### src/sv/kgte_pkg.sv
package kgte_pkg;

   localparam logic [1:0] ACTION_CLEAR = 2'd0;
   localparam logic [1:0] ACTION_ADD   = 2'd1;
   localparam logic [1:0] ACTION_EVAL  = 2'd2;

   localparam logic [7:0] EMPTY_VALUE = 8'd255;

   typedef struct packed {
      logic [1:0]         action;
      logic signed [31:0] point_tick;
      logic [7:0]         point_value;
   } req_type;

   typedef struct packed {
      logic [7:0] track_value;
      logic       add_rejected;
      logic [5:0] point_count;
   } rsp_type;

   typedef struct packed {
      logic signed [31:0] tick;
      logic [7:0]         value;
   } entry_type;

   typedef enum logic [2:0] {
      ST_IDLE,
      ST_ADD_READ,
      ST_ADD_CMP,
      ST_EVAL_READ,
      ST_EVAL_CMP,
      ST_DIV,
      ST_BLEND,
      ST_DONE
   } state_type;

endpackage

### src/sv/keyframe_gradient_track_evaluator.sv
// Keyframe track evaluator: holds up to MAX_POINTS tick-sorted control points in a
// table memory with one write port and a registered read port, and handles one request
// at a time. A clear, an unknown action, an add to a full table or an evaluate of an
// empty table goes straight to the done state. Any other add walks down from the top
// of the table, one read and one move per held point with a tick above the new one.
// An evaluate either clamps at point r or interpolates between points r-1 and r;
// the fraction comes from a restoring divider that yields one quotient bit per cycle.
// A finished result sits in the response register, and the next request can be taken
// while it waits.
module keyframe_gradient_track_evaluator #(
   parameter int MAX_POINTS    = 32,
   parameter int FRACTION_BITS = 16
) (
   input  logic              clock,
   input  logic              reset,
   input  logic              req_valid,
   output logic              req_ready,
   input  kgte_pkg::req_type req_data,
   output logic              rsp_valid,
   input  logic              rsp_ready,
   output kgte_pkg::rsp_type rsp_data
);

   localparam int IW  = (MAX_POINTS > 1) ? $clog2(MAX_POINTS) : 1;
   localparam int CW  = $clog2(MAX_POINTS + 1);
   localparam int QW  = FRACTION_BITS + 1;
   localparam int DCW = $clog2(FRACTION_BITS + 1);
   localparam int PW  = FRACTION_BITS + 11;
   localparam logic [CW-1:0] MAX_COUNT = CW'(MAX_POINTS);

   kgte_pkg::state_type state_ff, state_in;

   kgte_pkg::entry_type table_mem [MAX_POINTS];
   kgte_pkg::entry_type rd_data_ff;
   logic [IW-1:0]       rd_addr;
   logic                wr_en;
   logic [IW-1:0]       wr_addr;
   kgte_pkg::entry_type wr_data;

   kgte_pkg::req_type req_ff, req_in;
   logic [CW-1:0]     count_ff, count_in;
   logic [CW-1:0]     idx_ff, idx_in;
   logic signed [31:0] prev_tick_ff, prev_tick_in;
   logic [7:0]        prev_value_ff, prev_value_in;
   logic [7:0]        next_value_ff, next_value_in;
   logic [31:0]       dist_ff, dist_in;
   logic [32:0]       rem_ff, rem_in;
   logic [QW-1:0]     quo_ff, quo_in;
   logic [DCW-1:0]    div_cnt_ff, div_cnt_in;
   logic [7:0]        track_ff, track_in;
   logic              rej_ff, rej_in;
   logic              rsp_valid_ff, rsp_valid_in;
   kgte_pkg::rsp_type rsp_ff, rsp_in;

   logic              accept;
   logic              hit;
   logic              last_entry;
   logic              rsp_free;
   logic [32:0]       rem_sub;
   logic              rem_ge;
   logic [32:0]       rem_sel;
   logic [32:0]       dx_full;
   logic [32:0]       dist_full;
   logic signed [8:0] vdiff;
   logic signed [PW-1:0] diff_w, quo_w, base_w, half_w, acc_w;
   logic [CW+5:0]     count_wide;

   assign accept     = req_valid && req_ready;
   assign rsp_free   = !rsp_valid_ff || rsp_ready;
   assign hit        = $signed(rd_data_ff.tick) >= $signed(req_ff.point_tick);
   assign last_entry = (idx_ff + CW'(1)) == count_ff;

   assign rem_sub = rem_ff - {1'b0, dist_ff};
   assign rem_ge  = rem_ff >= {1'b0, dist_ff};
   assign rem_sel = rem_ge ? rem_sub : rem_ff;

   assign dx_full   = 33'($signed(req_ff.point_tick)) - 33'($signed(prev_tick_ff));
   assign dist_full = 33'($signed(rd_data_ff.tick)) - 33'($signed(prev_tick_ff));

   assign vdiff  = $signed({1'b0, next_value_ff}) - $signed({1'b0, prev_value_ff});
   assign diff_w = PW'(vdiff);
   assign quo_w  = PW'($signed({1'b0, quo_ff}));
   assign base_w = PW'($signed({1'b0, prev_value_ff, {FRACTION_BITS{1'b0}}}));
   assign half_w = PW'(1) <<< (FRACTION_BITS - 1);
   assign acc_w  = base_w + diff_w * quo_w + half_w;

   assign count_wide = {6'd0, count_in};

   // next state
   always_comb begin
      state_in = state_ff;
      case (state_ff)
         kgte_pkg::ST_IDLE: begin
            if (accept) begin
               case (req_data.action)
                  kgte_pkg::ACTION_ADD: begin
                     state_in = (count_ff >= MAX_COUNT) ? kgte_pkg::ST_DONE
                                                        : kgte_pkg::ST_ADD_READ;
                  end
                  kgte_pkg::ACTION_EVAL: begin
                     state_in = (count_ff == '0) ? kgte_pkg::ST_DONE
                                                 : kgte_pkg::ST_EVAL_READ;
                  end
                  default: state_in = kgte_pkg::ST_DONE;
               endcase
            end
         end
         kgte_pkg::ST_ADD_READ: begin
            state_in = (idx_ff == '0) ? kgte_pkg::ST_DONE : kgte_pkg::ST_ADD_CMP;
         end
         kgte_pkg::ST_ADD_CMP: begin
            state_in = ($signed(rd_data_ff.tick) <= $signed(req_ff.point_tick))
                       ? kgte_pkg::ST_DONE : kgte_pkg::ST_ADD_READ;
         end
         kgte_pkg::ST_EVAL_READ: state_in = kgte_pkg::ST_EVAL_CMP;
         kgte_pkg::ST_EVAL_CMP: begin
            if (idx_ff == '0) begin
               if (count_ff == CW'(1) || hit) begin
                  state_in = kgte_pkg::ST_DONE;
               end else begin
                  state_in = kgte_pkg::ST_EVAL_READ;
               end
            end else if (hit) begin
               state_in = kgte_pkg::ST_DIV;
            end else if (last_entry) begin
               state_in = kgte_pkg::ST_DONE;
            end else begin
               state_in = kgte_pkg::ST_EVAL_READ;
            end
         end
         kgte_pkg::ST_DIV: begin
            if (div_cnt_ff == '0) begin
               state_in = kgte_pkg::ST_BLEND;
            end
         end
         kgte_pkg::ST_BLEND: state_in = kgte_pkg::ST_DONE;
         kgte_pkg::ST_DONE: begin
            if (rsp_free) begin
               state_in = kgte_pkg::ST_IDLE;
            end
         end
         default: state_in = kgte_pkg::ST_IDLE;
      endcase
   end

   // outputs and datapath
   always_comb begin
      req_ready     = (state_ff == kgte_pkg::ST_IDLE);
      req_in        = req_ff;
      count_in      = count_ff;
      idx_in        = idx_ff;
      prev_tick_in  = prev_tick_ff;
      prev_value_in = prev_value_ff;
      next_value_in = next_value_ff;
      dist_in       = dist_ff;
      rem_in        = rem_ff;
      quo_in        = quo_ff;
      div_cnt_in    = div_cnt_ff;
      track_in      = track_ff;
      rej_in        = rej_ff;
      rsp_valid_in  = rsp_valid_ff && !rsp_ready;
      rsp_in        = rsp_ff;
      rd_addr       = idx_ff[IW-1:0];
      wr_en         = 1'b0;
      wr_addr       = idx_ff[IW-1:0];
      wr_data.tick  = req_ff.point_tick;
      wr_data.value = req_ff.point_value;

      case (state_ff)
         kgte_pkg::ST_IDLE: begin
            if (accept) begin
               req_in   = req_data;
               track_in = kgte_pkg::EMPTY_VALUE;
               rej_in   = 1'b0;
               case (req_data.action)
                  kgte_pkg::ACTION_CLEAR: count_in = '0;
                  kgte_pkg::ACTION_ADD: begin
                     rej_in = (count_ff >= MAX_COUNT);
                     idx_in = count_ff;
                  end
                  kgte_pkg::ACTION_EVAL: idx_in = '0;
                  default: ;
               endcase
            end
         end
         kgte_pkg::ST_ADD_READ: begin
            rd_addr = IW'(idx_ff - CW'(1));
            if (idx_ff == '0) begin
               wr_en    = 1'b1;
               count_in = count_ff + CW'(1);
            end
         end
         kgte_pkg::ST_ADD_CMP: begin
            wr_en = 1'b1;
            if ($signed(rd_data_ff.tick) <= $signed(req_ff.point_tick)) begin
               count_in = count_ff + CW'(1);
            end else begin
               wr_data = rd_data_ff;
               idx_in  = idx_ff - CW'(1);
            end
         end
         kgte_pkg::ST_EVAL_READ: ;
         kgte_pkg::ST_EVAL_CMP: begin
            if (idx_ff != '0 && hit) begin
               rem_in        = {1'b0, dx_full[31:0]};
               dist_in       = dist_full[31:0];
               next_value_in = rd_data_ff.value;
               quo_in        = '0;
               div_cnt_in    = DCW'(FRACTION_BITS);
            end else if ((idx_ff == '0 && (count_ff == CW'(1) || hit)) || last_entry) begin
               track_in = rd_data_ff.value;
            end else begin
               prev_tick_in  = rd_data_ff.tick;
               prev_value_in = rd_data_ff.value;
               idx_in        = idx_ff + CW'(1);
            end
         end
         kgte_pkg::ST_DIV: begin
            quo_in     = {quo_ff[QW-2:0], rem_ge};
            rem_in     = {rem_sel[31:0], 1'b0};
            div_cnt_in = div_cnt_ff - DCW'(1);
         end
         kgte_pkg::ST_BLEND: track_in = acc_w[FRACTION_BITS+7:FRACTION_BITS];
         kgte_pkg::ST_DONE: begin
            if (rsp_free) begin
               rsp_valid_in        = 1'b1;
               rsp_in.track_value  = track_ff;
               rsp_in.add_rejected = rej_ff;
               rsp_in.point_count  = count_wide[5:0];
            end
         end
         default: ;
      endcase
   end

   always_ff @(posedge clock) begin
      if (reset) begin
         state_ff     <= kgte_pkg::ST_IDLE;
         count_ff     <= '0;
         rsp_valid_ff <= 1'b0;
      end else begin
         state_ff     <= state_in;
         count_ff     <= count_in;
         rsp_valid_ff <= rsp_valid_in;
      end
   end

   always_ff @(posedge clock) begin
      req_ff        <= req_in;
      idx_ff        <= idx_in;
      prev_tick_ff  <= prev_tick_in;
      prev_value_ff <= prev_value_in;
      next_value_ff <= next_value_in;
      dist_ff       <= dist_in;
      rem_ff        <= rem_in;
      quo_ff        <= quo_in;
      div_cnt_ff    <= div_cnt_in;
      track_ff      <= track_in;
      rej_ff        <= rej_in;
      rsp_ff        <= rsp_in;
   end

   // point table
   always_ff @(posedge clock) begin
      if (wr_en) begin
         table_mem[wr_addr] <= wr_data;
      end
      rd_data_ff <= table_mem[rd_addr];
   end

   assign rsp_valid = rsp_valid_ff;
   assign rsp_data  = rsp_ff;

   a_count_bound: assert property (@(posedge clock) disable iff (reset)
      count_ff <= MAX_COUNT)
      else $error("point count above table depth");

   a_clear_empties: assert property (@(posedge clock) disable iff (reset)
      accept && req_data.action == kgte_pkg::ACTION_CLEAR |=> count_ff == '0)
      else $error("clear did not empty the table");

   a_rem_bound: assert property (@(posedge clock) disable iff (reset)
      state_ff == kgte_pkg::ST_DIV |-> {1'b0, rem_ff} < ({2'b0, dist_ff} << 1))
      else $error("divider remainder out of range");

   a_frac_bound: assert property (@(posedge clock) disable iff (reset)
      state_ff == kgte_pkg::ST_BLEND |-> quo_ff <= (QW'(1) << FRACTION_BITS))
      else $error("fraction above one");

endmodule
### config.mk
export PLATFORM = sky130hd
export DESIGN_NAME = keyframe_gradient_track_evaluator
export DESIGN_NICKNAME = d
export VERILOG_FILES = /design/src/sv/kgte_pkg.sv /design/src/sv/keyframe_gradient_track_evaluator.sv
export SDC_FILE = /design/constraint.sdc
export NUM_CORES = 2
export LEC_CHECK = 0
export BUFFER_PORTS_ARGS = -buffer_cell sky130_fd_sc_hd__buf_2
export CORE_MARGIN = 1.5
export CORE_UTILIZATION = 42
export DETAILED_ROUTE_END_ITERATION = 16
export HOLD_SLACK_MARGIN = 0.08
export PLACE_DENSITY = 0.63
export SYNTH_ARGS = -nofsm -noshare
export SYNTH_HDL_FRONTEND = slang
export SYNTH_SLANG_ARGS = --single-unit
export TNS_END_PERCENT = 100
### constraint.sdc
create_clock -name clock -period 9.6 [get_ports clock]
set_input_delay 0.48 -clock clock [delete_from_list [all_inputs] [get_ports clock]]
set_output_delay 0.48 -clock clock [all_outputs]
set_load 0.05 [all_outputs]
==> impl_metrics.env <==
export IMPL_status="finished, final reports clean"
export IMPL_drtAntennaViolNets=0
export IMPL_max_slew_margin_pct=23.2
export IMPL_clkLatencyLatePin_ns=0.79
export IMPL_synth_top_cell_by_area="edfxtp_1"
export IMPL_globalRouteTotalUtil_pct=20.3
export IMPL_finalNetCount=4396
export IMPL_rows=148
export IMPL_place_gp_congestion=0.843
export IMPL_tns_ns=0
export IMPL_syn_to_final_growth_pct=13.1
export IMPL_synthTopCellsByArea="edfxtp_1, mux4_2, ha_1"
export IMPL_tightest_slew_ns=1.15
export IMPL_clockBufferDepth=3
export IMPL_crit_family="adder cells"
export IMPL_drive_above_1_share_pct=21.9
export IMPL_grt_pass1_wl_um=243000
export IMPL_cp_slowest_cell="a221oi_1"
export IMPL_crit_required_ns=10.12
export IMPL_overflow=0
export IMPL_fmax_mhz=127
export IMPL_die_x_um=407
export IMPL_cap_violations=0
export IMPL_io_buffers=62
export IMPL_post_route_period_util_pct=81.7
export IMPL_critical_path_arrival_ns=8.37
export IMPL_setup_slack_ns=1.75
export IMPL_wirelength_um=166000
export IMPL_maxSlewViolCount=0
export IMPL_synthesis_area_sq_um=68500
export IMPL_synth_edf_count=1485
export IMPL_synth_avg_cell_area_sq_um=17.8
export IMPL_worstHoldPathType="primary input to flip-flop"
export IMPL_dr_pass1_iters=7
export IMPL_hold_viol=0
export IMPL_cts_tree="done"
export IMPL_async_flop_share_pct=0
export IMPL_synth_top_area_share_pct=65.1
export IMPL_wl_per_cell_um=26.1
export IMPL_start_util_pct=42.2
export IMPL_worstSetupEndpointType="flip-flop"
export IMPL_viasPerCell=5.60
export IMPL_setup_viol=0
export IMPL_cpMostUsedCell="fa_1"
export IMPL_cp_start_kind="flip-flop"
export IMPL_post_dp_hpwl_um=92200
export IMPL_ctsHtreeMaxLevel=4
export IMPL_synth_most_common_cell="edfxtp_1"
export IMPL_synthFlopType="edfxtp_1"
export IMPL_drt_iter0_drc=3312
export IMPL_critical_path_max_stage_delay_ns=0.65
export IMPL_min_period_ns=7.85
export IMPL_place_ws_ns=1.72
export IMPL_skew_ns=0.0329
export IMPL_synthesis_nets=4210
export IMPL_drc=0
export IMPL_worst_path_buf_inv=4
export IMPL_cp_max_fo=17
export IMPL_antenna_found_initial=3
export IMPL_cts_root_buf="clkbuf_16"
export IMPL_cts_buffers=152
export IMPL_yosysSeqAreaShare_pct=66.6
export IMPL_cts_clk_slew_worst_paths_ns=0.06
export IMPL_grt_max_degree=135
export IMPL_synth_common_cells="edfxtp_1, mux4_2, inv_1, ha_1, nand2_1"
export IMPL_cts_resized=0
export IMPL_vias=35600
export IMPL_grt_setup_unrepaired="no"
export IMPL_num_io_pins=63
export IMPL_clock_sinks=1535
export IMPL_crit_type="flip-flop to flip-flop"
export IMPL_synthDistinctLibCells=75
export IMPL_core_sq_um=162000
export IMPL_grt_pass1_vias=36200
export IMPL_synth_warnings=0
export IMPL_synthCells=3858
export IMPL_dieArea_sq_um=166000
export IMPL_fp_dieH_um=407
export IMPL_ys_seq_elements=1535
per-layer routing:
layer  track usage, %  share of wire [%]  vias up
met5                0                  0        -
met3             3.67                6.7      221
li1                 -                  -    15500
met4             5.79                2.5        0
met2             34.5                 50     1218
met1             26.9                 41    18600
metrics by stage:
stage | hold WS, ns | utilization, % | instances | area [sq um]
after CTS | 0.121 | 47.7 | 6349 | 77400
after global routing | 0.147 | 47.7 | 6350 | 77400
after detailed placement | 0.405 | 44.3 | 6021 | 71900
final | 0.177 | 47.7 | 6350 | 77400
after floorplan | 0.400 | - | 3858 | 68500
after global placement | 0.405 | 44.3 | 6021 | 71900
cells by family after synthesis:
family                   share of synthesized area, %
flip-flops                                       66.6
AND/OR/NAND/NOR                                  4.71
multiplexers                                     14.7
buffers and inverters                            2.22
AO/OA/AOI/OAI                                    3.56
adder cells (fa/ha/maj)                          6.86
XOR/XNOR                                         1.41
flip-flops by register name, indices dropped and copies added (netlist names):
register / cells
dist_ff: 32
rem_ff: 33
div_cnt_ff: 5
track_ff: 8
idx_ff: 6
table_mem: 1280
prev_value_ff: 8
prev_tick_ff: 32
quo_ff: 17
rd_data_ff: 40
state_ff: 3
count_ff: 6
rej_ff: 1
rsp_valid: 1
rsp_data: 15
req_ff: 40
next_value_ff: 8
area by class of cell:
class	count	area [sq um]
fill	13500	85000
inverter	253	950
clock buffer	192	4120
multi-input combinational	1930	21700
sequential	1535	45600
tap	2175	2720
timing repair buffer	172	1300
antenna	1	2.50
clock inverter	92	1020
final timing paths:
| check | from | to | slack (ns) | cells after the start |
|---|---|---|---|---|
| worst min-delay path | req_data[40] | rej_ff$_SDFFCE_PN0P_ | 0.18 | 4 |
| worst max-delay path | prev_value_ff[0]$_DFFE_PP_ | track_ff[7]$_DFFE_PP_ | 1.75 | 28 |
| worst min register to register | track_ff[1]$_DFFE_PP_ | rsp_data[8]$_DFFE_PP_ | 0.42 | 0 |
| worst max register to register | prev_value_ff[0]$_DFFE_PP_ | track_ff[7]$_DFFE_PP_ | 1.75 | 28 |
tightest hold or removal path, delay by kind of cell:
family	cells	cell delay (ns)
adders and majority gates	1	0.15
buffers and inverters	2	0.14
and+or+nand+nor	1	0.07
layout by cell type, fill, tap and decap left out, types with 14 or more instances in the layout:
master and count:
nor2b_1 27, nor3_1 37, dfxtp_1 50, edfxtp_1 1485
o21a_1 22, buf_2 62, o21ai_0 62, clkinv_1 22
a21oi_1 92, fa_1 116, nand3_1 35, xor2_1 32
clkbuf_1 26, a31oi_1 40, clkbuf_16 154, and2_1 90
clkinv_2 31, nand2b_1 50, ha_1 190, xnor2_1 71
dlygate4sd3_1 44, or3_1 15, nor2_4 32, inv_1 251
a211oi_1 14, bufinv_16 17, nand2_1 167, a21o_1 50
mux4_2 400, nor2_1 114, mux2_2 80, buf_4 62
nand4_1 20
timing repair:
action | 4_1_cts | 5_1_grt
buffers inserted | 0 | 0
hold buffers | 44 | 0
hold endpoints to repair | 50 | 0
Power is left out: the tool's default activity adds up to more than one toggle a clock period on the data nets, which glitch-free logic cannot reach.
